`config.mk`:
```
export PLATFORM = sky130hd
export DESIGN_NAME = mrsm_alu
export DESIGN_NICKNAME = d
export VERILOG_FILES = /design/src/mrsm_pkg.sv /design/src/mrsm_alu.sv
export SDC_FILE = /design/constraint.sdc
export NUM_CORES = 1
export LEC_CHECK = 0
export BUFFER_PORTS_ARGS = -buffer_cell sky130_fd_sc_hd__buf_2
export CORE_ASPECT_RATIO = 2
export CORE_UTILIZATION = 50
export DETAILED_ROUTE_END_ITERATION = 8
export GPL_TIMING_DRIVEN = 0
export PLACE_DENSITY = 0.83
export RECOVER_POWER = 25
export REMOVE_ABC_BUFFERS = 1
export SLEW_MARGIN = 0
export SYNTH_ARGS = -nofsm -noshare
export SYNTH_HDL_FRONTEND = slang
export SYNTH_SLANG_ARGS = --single-unit
```
`constraint.sdc`:
```
create_clock -name vclk -period 4.82
set_input_delay 0.482 -clock vclk [all_inputs]
set_output_delay 0.482 -clock vclk [all_outputs]
set_load 0.005 [all_outputs]
```
`src/mrsm_pkg.sv`:
```
package mrsm_pkg;

	localparam int MAX_ENTRIES = 32;
	localparam int ADDR_W      = 64;
	localparam int TYPE_W      = 3;
	localparam int IDX_W       = $clog2(MAX_ENTRIES);
	localparam int CNT_W       = $clog2(MAX_ENTRIES + 1);

	typedef struct packed {
		logic [ADDR_W-1:0] base;
		logic [ADDR_W-1:0] len;
		logic [TYPE_W-1:0] kind;
	} slot_t;

	localparam int SLOT_W = $bits(slot_t);

	typedef enum logic [1:0] {
		ALU_ADD = 2'd0,
		ALU_SUB = 2'd1,
		ALU_GT  = 2'd2
	} alu_op_t;

endpackage

```
`src/mrsm_alu.sv`:
```
module mrsm_alu import mrsm_pkg::*; (
	input  alu_op_t           op,
	input  logic [ADDR_W-1:0] a,
	input  logic [ADDR_W-1:0] b,
	output logic [ADDR_W-1:0] res,
	output logic              flag
);

	logic [ADDR_W-1:0] opx;
	logic [ADDR_W-1:0] opy;
	logic              cin;
	logic [ADDR_W:0]   sum;

	// a > b is taken from the borrow of b - a
	always_comb begin
		case (op)
			ALU_ADD: begin
				opx = a;
				opy = b;
				cin = 1'b0;
			end
			ALU_SUB: begin
				opx = a;
				opy = ~b;
				cin = 1'b1;
			end
			ALU_GT: begin
				opx = b;
				opy = ~a;
				cin = 1'b1;
			end
			default: begin
				opx = a;
				opy = b;
				cin = 1'b0;
			end
		endcase
	end

	assign sum  = {1'b0, opx} + {1'b0, opy} + {{ADDR_W{1'b0}}, cin};
	assign res  = sum[ADDR_W-1:0];
	assign flag = ~sum[ADDR_W];

endmodule
```
==> Word-level counts from Yosys, hierarchy flattened <==
Index checks and enable logic that the tools add are counted.
{ "word_totals": {"output_inout_bits": 65, "inputBits": 130, "ff_bits": 0, "elab_cells": 11} }
{ "op_classes": {"n_reduce_logical": 1, "mux": 3, "bitwise_logic": 3, "n_eq_ne": 2, "n_addsub": 2} }
{ "ops": {"columns": ["cell", "n"], "rows": [
  ["$not A64 Y64", 2],
  ["$pmux W64 S2", 1],
  ["$add A64 B64 Y65", 1],
  ["$add A65 B1 Y65", 1],
  ["$mux W64", 1],
  ["$eq A2 B1 Y1 const B", 1],
  ["$eq A2 B2 Y1 const B", 1],
  ["$reduce_or A2 Y1", 1],
  ["$mux W1", 1],
  ["$not A1 Y1", 1]
]} }

==> Depth between registers and ports, before layout <==
{ "depth": {"word_depth": 5, "depth_mapped": 19, "depth_no_buf": 17} }

==> Worst setup path after synthesis <==
No wires, ideal clock.
{ "synth_path": {"path_type": "input-to-output", "start": "input op[0]", "end": "output flag", "arrival_ns": 4.154, "setup_slack_ns": 0.184, "path_stages": 19, "path_buffers": 2, "t_required_ns": 4.338, "cell_sequence": "inv_1 > ha_1 > clkbuf_1 > clkbuf_1 > a221oi_1 > a21oi_1 > ha_1 > nand2b_1 > nand2b_1 > fa_1 > a21o_1 > a221oi_2 > o21bai_2 > a2111oi_2 > o21a_2 > o31ai_2 > a41oi_2 > o21ai_2 > a221oi_2"} }
{ "synth_between": {"elab_chain_cells": 5, "word_cells_on_any_way": 9} }
{ "synth_lines": {"columns": ["element", "line_no", "text"], "rows": [
  ["start, declared", "mrsm_alu.sv:2", "input alu_op_t op,"],
  ["$eq A2 B2 Y1 or $eq A2 B1 Y1 (tied branches)", "mrsm_alu.sv:16", "case (op)"],
  ["$pmux W64 S2 (tied with other cells)", "mrsm_alu.sv:16", null],
  ["$add A64 B64 Y65 or $mux W1 (tied branches)", "mrsm_alu.sv:40, mrsm_alu.sv:16", null],
  ["$add A65 B1 Y65 *", "mrsm_alu.sv:40", "assign sum = {1'b0, opx} + {1'b0, opy} + {{ADDR_W{1'b0}}, cin};"],
  ["$not A1 Y1 *", "mrsm_alu.sv:42", "assign flag = ~sum[ADDR_W];"],
  ["end, declared", "mrsm_alu.sv:6", "output logic flag"]
]} }
Every way passes the cells marked *; elsewhere a longest branch is shown, timed or not.

==> Worst setup path after layout <==
Ends and elaborated chain as after synthesis.

==> qor_table.md <==
| Result | This run |
|:---|:---|
| Total routing usage reported by global routing | 0.322 |
| Top cells by area in the synthesized netlist | sky130_fd_sc_hd__ha_1 14%, sky130_fd_sc_hd__a21oi_1 11%, sky130_fd_sc_hd__a221oi_1 9.4%, sky130_fd_sc_hd__inv_1 8.9%, sky130_fd_sc_hd__o21ai_0 7.1% |
| P_int | 0.000811 W |
| Setup repair after global routing missed its margin | yes |
| Final number of setup-violating endpoints | 0 |
| Hold Crit Endpoint | res[0] |
| Number of DRC markers after the initial detailed-route iteration | 422 |
| Antenna violations before repair | 0 |
| Initial standard-cell utilization of the core | 0.518 |
| Die Y-Extent | 159 um |
| Clock buffer count in the final layout | 0 |
| Sequential cell fraction of total power | 0 |
| Max-capacitance violation count | 0 |
| Fraction of power spent switching nets | 0.567 |
| Yosys top cell area share | 0.137 |
| Power consumption | 0.00188 W |
| Mean instance size in the synthesized netlist | 6.01 um2 |
| Routed via count | 8,227 |
| Arr. time, crit path | 4.30 ns |
| Slew headroom | 0.639 |
| Register area | 0 um2 |
| Number of global-route vias before repair | 7,535 |
| Layout cell share with drive strength beyond 1 | 0.227 |
| Post-detailed-route count of antenna-violating nets | 0 |
| Startpoint of the most critical hold path | a[0] |
| Post-Synthesis Cells | 1,021 |
| Hold buffers post-CTS | 0 |
| Cell area power density | 247 mW/mm2 |
| Crit path launch type | primary input |
| # diodes | 0 |
| DR pass1 iterations | 5 |
| Clock share of power | 0 |
| Area growth from synthesis to final layout | 23.9% |
| Fraction of power consumed by combinational cells | 1.000 |
| Summed instance area of the synthesized netlist | 0.00614 mm2 |
| Final hold vios | 0 |
| Type of the worst setup path | primary input to output port |
| Period utilisation layout | 0.993 |
| Max IR drop VDD | 0.127 mV |
| Peak Freq | 209 MHz |
| Sum of overflow across all layers after global routing | 0 |
| Final critical-path required period | 4.79 ns |
| Pin count of the biggest net entering global routing | 68 |
| Post-Route Utilization | 0.642 |
| Total number of yosys warnings | 0 |
| Number of different library cells in the post-synthesis netlist | 68 |
| Transition time of the tightest slew-check pin | 0.536 ns |
| Total area of multi-input combinational cells | 0.00546 mm2 |
| Die Footprint | 0.0127 mm2 |
| Sw power | 0.00106 W |
| Detailed placement HPWL | 16.2 mm |
| Final RePlAce weighted congestion | 0.950 |
| Aggregate routed wire length | 22.5 mm |
| Post-route DRC | 0 |
| Filler Cells Inserted | 1,098 |
| I/O pins | 195 |
| Total number of nets in the final design | 1,374 |
| Number of buffer cells added on primary ports | 195 |
| Final Max Tran Viols | 0 |
| HP Class | primary input to output port |
| Count of standard-cell rows | 56 |
| Area inside the core boundary | 0.0118 mm2 |
| Wirelength per Cell | 17.1 um |
| Critical path capture point type | output port |
| Post-route worst hold slack | 1.22 ns |
| Leakage Power | 3.87 nW |
| Sequential fraction of the synthesis area | 0 |
| Ratio of routed vias to standard cells | 6.24 |
| Wire length of the first global-routing pass | 33.0 mm |
| Setup TNS | 0 ns |
| Worst Path Max Fanout | 4 |
| Die Width | 80.3 um |
| Number of sequential cells | 0 |
| Required time worst endpoint | 4.34 ns |
| Result of the run | completed |
| Worst Hold Path Cells | 3 |
| Area leader, netlist | sky130_fd_sc_hd__ha_1 |
[cell usage in the layout (no fill, tap or decap), types with 35 or more instances in the layout]
cell type and n:
sky130_fd_sc_hd__nor2_1 41, sky130_fd_sc_hd__xnor2_1 36, sky130_fd_sc_hd__a21o_1 35, sky130_fd_sc_hd__a21oi_1 137
sky130_fd_sc_hd__a221oi_1 65, sky130_fd_sc_hd__ha_1 59, sky130_fd_sc_hd__nand2_1 116, sky130_fd_sc_hd__inv_1 144
sky130_fd_sc_hd__buf_2 192, sky130_fd_sc_hd__o21ai_0 86
[per-stage QoR]
stage,instance area (um2),setup slack [ns],std cells
finish,7600,0.0342,1319
global route,7600,-0.115,1319
CTS,7360,0.0378,1308
detailed placement,7100,-0.834,1293
global placement,7000,-2.90,1290
floorplan,5850,-1.25,950
[power groups by stage]
stage	Sequential [W]	Combinational [W]	Clock [W]
2_1_floorplan	0	0.00115	0
3_3_place_gp	0	0.00169	0
3_5_place_dp	0	0.00171	0
4_1_cts	0	0.00178	0
5_1_grt	0	0.00204	0
6_report	0	0.00188	0
[cells by family after synthesis]
family,after synthesis,synth area share
and+or+nand+nor,247,0.188
xor gates and xnor gates,60,0.0856
adders and majority gates,68,0.140
buffers and inverters,217,0.136
AOI/OAI and AO/OA,429,0.450
[synthesized netlist by cell type, drive strengths merged, types with 2 or more instances]
| cell | n |
|---|---|
| a21o | 35 |
| nand4b | 2 |
| and3 | 13 |
| or4 | 2 |
| o21bai | 13 |
| nand4 | 14 |
| nor3 | 12 |
| a211o | 3 |
| o211ai | 6 |
| o21ai | 112 |
| clkbuf | 62 |
| or3 | 4 |
| xor2 | 22 |
| ha | 67 |
| o31ai | 2 |
| a31oi | 8 |
| o21a | 7 |
| nor2 | 41 |
| nand2b | 6 |
| buf | 9 |
| a211oi | 9 |
| inv | 146 |
| and2 | 7 |
| a221oi | 69 |
| o2111ai | 5 |
| nand3 | 13 |
| nand2 | 116 |
| a41oi | 2 |
| a21oi | 143 |
| xnor2 | 38 |
| or2 | 3 |
| and4 | 2 |
| o311ai | 2 |
| nor2b | 3 |
| nor4 | 4 |
[final cells by class]
class,count,area share
repair buffers,224,0.185
inverters,146,0.0731
multi-input cells,804,0.718
well taps,145,0.0239
[repair_timing]
| item | in CTS | in global routing |
|---|---|---|
| cloned | 1 | 3 |
| buffers inserted | 14 | 8 |
| gates resized for setup | 9 | 30 |
| setup endpoints to repair | 33 | 26 |
| pin swaps | 9 | 18 |
[worst max-delay path by stage]
stage	slack [ns]	cells past startpoint	end	start
2_1_floorplan	-1.25	17	flag	op[0]
3_3_place_gp	-2.90	18	flag	op[0]
3_5_place_dp	-0.83	20	flag	op[0]
4_1_cts	0.04	20	flag	op[1]
5_1_grt	-0.12	20	flag	op[0]
6_report	0.03	20	flag	op[0]
[routing by layer]
layer  global-route usage  up-vias  wire length [um]  share of wire
li1                     -     3990                 -              -
met1                0.289     3748              7440           0.33
met2                0.652      373             12200           0.54
met3               0.0292      116              1290          0.057
met4                0.211        0              1630          0.072
met5                    0        -                 0              0
[worst max-delay path, cell delays in order]
cell and delay [ns]:
sky130_fd_sc_hd__buf_12 0.09, sky130_fd_sc_hd__inv_8 0.03, sky130_fd_sc_hd__ha_4 0.26, sky130_fd_sc_hd__buf_16 0.14, sky130_fd_sc_hd__a221oi_2 0.16, sky130_fd_sc_hd__a21oi_1 0.07, sky130_fd_sc_hd__ha_1 0.29, sky130_fd_sc_hd__nand2b_1 0.10
sky130_fd_sc_hd__nand2b_1 0.09, sky130_fd_sc_hd__fa_2 0.38, sky130_fd_sc_hd__a21o_1 0.23, sky130_fd_sc_hd__a221oi_4 0.28, sky130_fd_sc_hd__o21bai_2 0.14, sky130_fd_sc_hd__a2111oi_4 0.42, sky130_fd_sc_hd__o21a_2 0.21, sky130_fd_sc_hd__o31ai_4 0.10
sky130_fd_sc_hd__a41oi_2 0.32, sky130_fd_sc_hd__o21ai_2 0.13, sky130_fd_sc_hd__a221oi_2 0.22, sky130_fd_sc_hd__buf_2 0.15
No activity file was read; power rests on OpenSTA's default activity.
