--- src/mrsm_ram.sv ---
module mrsm_ram #(
	parameter int WIDTH = 8,
	parameter int DEPTH = 16
) (
	input  logic                     clk,
	input  logic                     we,
	input  logic [$clog2(DEPTH)-1:0] waddr,
	input  logic [WIDTH-1:0]         wdata,
	input  logic [$clog2(DEPTH)-1:0] raddr,
	output logic [WIDTH-1:0]         rdata
);

	logic [WIDTH-1:0] mem_q [DEPTH];

	always_ff @(posedge clk) begin
		if (we) begin
			mem_q[waddr] <= wdata;
		end
		rdata <= mem_q[raddr];
	end

endmodule

--- config.mk ---
export PLATFORM = sky130hd
export DESIGN_NAME = mrsm_ram
export DESIGN_NICKNAME = d
export VERILOG_FILES = /design/src/mrsm_ram.sv
export SDC_FILE = /design/constraint.sdc
export NUM_CORES = 1
export LEC_CHECK = 0
export ABC_AREA = 1
export BUFFER_PORTS_ARGS = -buffer_cell sky130_fd_sc_hd__buf_2
export CELL_PAD_IN_SITES_DETAIL_PLACEMENT = 0
export CELL_PAD_IN_SITES_GLOBAL_PLACEMENT = 1
export CORE_UTILIZATION = 49
export CTS_CLUSTER_SIZE = 30
export DETAILED_ROUTE_END_ITERATION = 10
export PLACE_DENSITY = 0.78
export SYNTH_ARGS = -nofsm -noshare
export SYNTH_HDL_FRONTEND = slang
export SYNTH_SLANG_ARGS = --single-unit
--- constraint.sdc ---
create_clock -name clk -period 1.45 [get_ports clk]
set_input_delay 0.29 -clock clk [delete_from_list [all_inputs] [get_ports clk]]
set_output_delay 0.29 -clock clk [all_outputs]
set_load 0.1 [all_outputs]
* Word-level counts from Yosys, hierarchy flattened
Memories as Yosys holds them, arrays and structs flattened. A register that Yosys moved wholly into a read port is not among the register bits.
Cells that the tools add are included.
** Operators by class
- Multiplexer cells :: 2
** Operator list (number)
- $mux 1 :: 2
** Word-level totals
- Bits in registers :: 0
- Word-level logic and storage cells :: 3
- Input bits :: 18
- Memories :: 1
- RAM bits :: 128
** Memory list
- mem_q :: words 16, width 8, rd ports 1, clocked after memory_dff 1, wr ports 1, line 13 : logic [WIDTH-1:0] mem_q [DEPTH];

* Depth between registers and ports, before layout
Gate-level depths: netlist of the first run.
- Depth in word-level cells :: 2
- Gate-level depth with buffers :: 8

* Least setup slack after synthesis of the first run
Ideal clock, no wire load.
- Kind :: input to register
- From :: in waddr[2]
- To :: mem mem_q[10][0], enable pin
- Cell stages on the path :: 2
- Path slack :: 0.209 ns
- Data arrival time :: 0.871 ns
- Path buffers :: 0
- Data required time :: 1.080 ns
- Path through :: nand3b_1 nor2_1
** RTL lines
- from (decl) :: line 7 : input logic [$clog2(DEPTH)-1:0] waddr,
- to (decl) :: line 13
Straight into the memory's write port.

* Worst setup path after layout of the first run
- From :: reg rdata[0] (read register of mem_q)
- To :: out rdata[0]
** RTL lines
- from (decl) :: line 10 : output logic [WIDTH-1:0] rdata
No word-level cell between the ends.

==> flow_summary_export.csv, run 1 <==
group,metric,value,unit
place,hpwl,8360,um
power_and_ir_drop,max-vdd-ir-drop,0.000989,V
detailed_routing,viasPerCell,5.07,
die,dieArea,0.0122,mm^2
die,core-area,0.0115,mm^2
power_and_ir_drop,p_per_area,1420,mW/mm^2
timing,max_clock_freq,709,MHz
synth,syn-instance-count,551,
clocking,clk_pin_slew,0.06,ns
layout,final_common_cell,"nand2_1",
timing,maxSlewHeadroom,0.679,
detailed_routing,first_pass_iters,5,
clocking,cts_buffer_depth,2,
power_and_ir_drop,leakagePower,2.96,nW
die,die_h,110,um
min_path,hp-class,"input port to flop",
status,outcome,"complete, no violations",
place,io_buffers,25,
setup_path,path_cells,"buf_2",
synth,ys_warn_count,0,
synth,ys_seq_area_frac,0.694,
synth,avgSynthCellArea,10.5,um^2
synth,syn_nets,569,
setup_path,slowest_stage,"buf_2",
clocking,cts_tree,"yes",
clocking,cts_buffers,17,
setup_path,cp.arrival,1.12,ns
detailed_routing,drt_iter0_markers,230,
clocking,clock_sinks,136,
timing,setup_tns,0,ns
layout,finalNetCount,616,
layout,n_antenna_cell,0,
setup_path,slowest_delay,0.41,ns
place,place_congestion,0.844,
timing,maxSlewViolCount,0,
timing,hold_viol,0,
synth,ys_ff_latch,136,
setup_path,cp_data_required_time,1.16,ns
clocking,postCtsHoldBufs,0,
timing,whs,0.234,ns
layout,syn_to_final_growth,17.7,%
synth,synth_cell_types,12,
layout,drive_gt1_frac,0.136,
setup_path,cp_top_family,"buffers and inverters",
die,die_x,110,um
global_route,grt_max_degree,65,
setup_path,crit_type,"flop to primary output",
setup_path,endpoint_kind,"primary output",
timing,setup_violations,0,
timing,clock_skew,0.0101,ns
global_route,grt_overflow,0,
layout,fillers,938,
global_route,grtUsageTotal,0.234,
layout,layout_common_cells,"nand2_1, edfxtp_1, inv_1",
clocking,insertion_delay,0.42,ns
detailed_routing,final_antenna_net_count,0,
synth,netlist_area,0.00577,mm^2
timing,grt_setup_unrepaired,"no",
die,top_level_ports,26,
setup_path,path_max_fanout,1,
die,start_util,0.503,
global_route,antenna_found_initial,0,
detailed_routing,wl,13300,um
timing,period_share,0.973,
global_route,grt_pass1_wl,20900,um
clocking,postCtsSetupRepairBufs,0,
global_route,grt_pass1_vias,3820,
detailed_routing,vias,3821,
timing,worstMarginPinSlew,0.484,ns
die,rows,39,
timing,fin_crit,1.41,ns
detailed_routing,drc_errors,0,
detailed_routing,wl_per_cell,17.6,um
setup_path,cp_num_buf_inv,1,
flow_run,max-cap-violations,0,
setup_path,worstSetupStartpointType,"flop",
clocking,htreeDepth,4,
clocking,clockRootBuffer,"clkbuf_16",
through the flow:
stage               total power, mW  utilization  cells  setup slack [ns]  area (um^2)
finish                         9.62        0.592    754            0.0396         6790
CTS                            9.67        0.591    754           0.00446         6780
detailed placement             5.25        0.537    722            0.0951         6160
global route                   9.91        0.592    754           0.00872         6790
global placement               5.25        0.537    722            0.0857         6160
floorplan                      4.99            -    551             0.209         5770
per-layer routing:
metal	part of all wire	vias to the layer above	GRT usage
met5	0	-	0
met4	0.014	0	0.0773
met3	0.055	15	0.0593
met2	0.48	119	0.376
met1	0.45	1815	0.310
li1	-	1872	-
final cells by class:
| type | count | area (um^2) | area share |
|---|---|---|---|
| timing repair buffer | 52 | 395 | 0.0583 |
| multi-input combinational | 289 | 1210 | 0.179 |
| clock inverter | 14 | 181 | 0.0267 |
| clock buffer | 18 | 429 | 0.0632 |
| sequential | 136 | 4000 | 0.590 |
| inverter | 102 | 383 | 0.0564 |
| tap | 143 | 179 | 0.0264 |
state kept, by name, summed over array words and instances, names as in the netlist:
name   cells
mem_q    128
rdata      8
power by group:
group	total (mW)	switching [mW]	leakage [nW]	internal [mW]
sequential	4.42	0.0277	1.22	4.40
clock	4.44	1.59	0.287	2.85
combinational	0.758	0.567	1.45	0.191
cell families (layout without fill, tap and decap cells):
family	after synthesis	count (layout)	synth area share
DFF	136	136	0.694
buffers and inverters	126	186	0.0952
and+or+nand+nor	289	289	0.210
cells in the mapped netlist:
master    count  area share
nor2_1       17       0.011
buf_4         4      0.0052
inv_1       100       0.065
buf_1         1     0.00065
buf_2        13       0.011
edfxtp_1    128        0.67
nand3b_1      2      0.0026
dfxtp_1       8       0.028
nand3_1      97       0.084
inv_2         2      0.0013
buf_6         6       0.012
nand2_1     173        0.11
worst paths after layout:
| kind | startpoint | end | slack (ns) | depth (start not counted) |
|---|---|---|---|---|
| max | rdata[0] | rdata[0] | 0.04 | 1 |
| min | raddr[3] | rdata[5] | 0.23 | 3 |
| max reg2reg | mem_q[9][3] | rdata[3] | 0.44 | 6 |
| min reg2reg | mem_q[12][5] | rdata[5] | 0.66 | 6 |
timing repair:
item	4_1_cts	5_1_grt
pin swaps	0	0
gates resized for setup	4	3
endpoints found under the setup margin	4	3
Power figures use the tool's default switching activity.
==> run 2: changes to the inputs <==
Settings changed: CORE_ASPECT_RATIO from default to 0.8.
==> run 2 against run 1 <==
  * Clock-buffer cell count unchanged
  * Register-to-register slack better by 0.03 ns
  * Sequential cell count unchanged
  * Wire length down 0.13%
  * Critical path type unchanged
  * Highest routed layer unchanged
==> flow_summary_export.csv, run 2 (synthesized netlist as in run 1, its figures left out) <==
group,metric,value,unit
status,outcome,"complete, no violations",
die,rows,35,
die,top_level_ports,26,
timing,setup_violations,0,
clocking,cts_buffers,17,
die,die_h,99.0,um
global_route,grt_pass1_wl,21000,um
clocking,clk_pin_slew,0.06,ns
setup_path,worstSetupStartpointType,"flop",
global_route,grt_overflow,0,
place,place_congestion,0.800,
clocking,clockRootBuffer,"clkbuf_16",
layout,largest_reg_flops,128,
setup_path,path_cells,"buf_4",
layout,layout_common_cells,"nand2_1, edfxtp_1, inv_1",
place,io_buffers,25,
layout,fillers,962,
layout,final_cell_count_no_fill,760,
power_and_ir_drop,leakagePower,2.97,nW
detailed_routing,viasPerCell,5.11,
clocking,cts_buffer_depth,2,
timing,max_clock_freq,723,MHz
layout,final_common_cell,"nand2_1",
flow_run,max-cap-violations,0,
setup_path,cp_num_buf_inv,1,
clocking,postCtsSetupRepairBufs,0,
timing,grt_setup_unrepaired,"no",
detailed_routing,final_antenna_net_count,0,
die,core-area,0.0115,mm^2
detailed_routing,vias,3884,
timing,setup_tns,0,ns
timing,maxSlewViolCount,0,
detailed_routing,wl,13300,um
layout,drive_gt1_frac,0.137,
setup_path,cp_data_required_time,1.16,ns
detailed_routing,first_pass_iters,5,
detailed_routing,drc_errors,0,
global_route,antenna_found_initial,0,
layout,stdcell_area,0.00679,mm^2
place,dpl-instance-area,0.00619,mm^2
timing,maxSlewHeadroom,0.687,
setup_path,cp.arrival,1.09,ns
die,dieArea,0.0122,mm^2
detailed_routing,wl_per_cell,17.5,um
timing,clock_skew,0.00471,ns
global_route,grtUsageTotal,0.242,
setup_path,endpoint_kind,"primary output",
setup_path,path_max_fanout,1,
clocking,insertion_delay,0.41,ns
place,hpwl,8260,um
layout,regMostFlops,"mem_q",
layout,finalNetCount,617,
timing,period_share,0.954,
clocking,htreeDepth,4,
power_and_ir_drop,max-vdd-ir-drop,0.000754,V
setup_path,slowest_stage,"dfxtp_1",
layout,n_antenna_cell,0,
power_and_ir_drop,p_per_area,1390,mW/mm^2
die,die_x,123,um
timing,hold_viol,0,
global_route,grt_pass1_vias,3752,
setup_path,crit_type,"flop to primary output",
place,dpl.cell_count,728,
clocking,cts_tree,"yes",
setup_path,slowest_delay,0.37,ns
detailed_routing,drt_iter0_markers,442,
clocking,clock_sinks,136,
layout,top_regs,"mem_q: 128 flops, rdata: 8 flops",
min_path,hp-class,"input port to flop",
die,start_util,0.503,
timing,worstMarginPinSlew,0.469,ns
timing,fin_crit,1.38,ns
global_route,grt_max_degree,35,
setup_path,cp_top_family,"flip-flops",
layout,syn_to_final_growth,17.7,%
-- run 2: cell count changes in the layout (fill, tap and decap cells not counted), sizes merged --
cell      change
bufinv        -1
buf           +1
clkinv        +2
clkinvlp      -1
-- run 2: layout make-up --
class,instances,area (um^2),area share
repair buffers,53,418,0.0615
clock inverters,14,158,0.0232
flip-flops and latches,136,4000,0.590
multi-input cells,289,1210,0.179
inverters,102,383,0.0564
well taps,148,185,0.0273
clock buffers,18,429,0.0632
-- run 2: worst paths after layout --
path,startpoint,endpoint,slack (ns),depth (start not counted)
setup / recovery,rdata[5],rdata[5],0.07,1
hold / removal,wdata[4],mem_q[15][4],0.29,1
setup reg to reg,mem_q[13][7],rdata[7],0.47,6
hold reg to reg,mem_q[2][6],rdata[6],0.66,6
-- run 2: metrics by stage --
stage               hold slack (ns)  setup WS (ns)   util  total power, mW
finish                        0.289         0.0674  0.592             9.45
global route                  0.285         0.0441  0.592             9.76
CTS                           0.282       0.000885  0.591             9.50
detailed placement            0.648         0.0926  0.539             5.26
global placement              0.644         0.0861  0.539             5.25
floorplan                     0.389          0.209      -             4.99
-- run 2: where the power goes --
| part | leakage (nW) | internal, mW | switching (mW) |
|---|---|---|---|
| registers | 1.22 | 4.40 | 0.0304 |
| logic | 1.46 | 0.202 | 0.561 |
| clock network | 0.281 | 2.68 | 1.58 |
-- run 2: metal layers --
metal / routed length [um] / part of all wire / vias to the layer above / GRT usage
met2: 5740 / 0.43 / 156 / 0.335
met1: 6230 / 0.47 / 1833 / 0.359
met3: 1040 / 0.078 / 23 / 0.0689
met4: 276 / 0.021 / 0 / 0.0955
met5: 0 / 0 / - / 0
li1: - / - / 1872 / -
-- run 2: what timing repair did --
item,CTS,global route
hold buffers,0,0
endpoints found under the setup margin,4,3
resized for setup,4,3
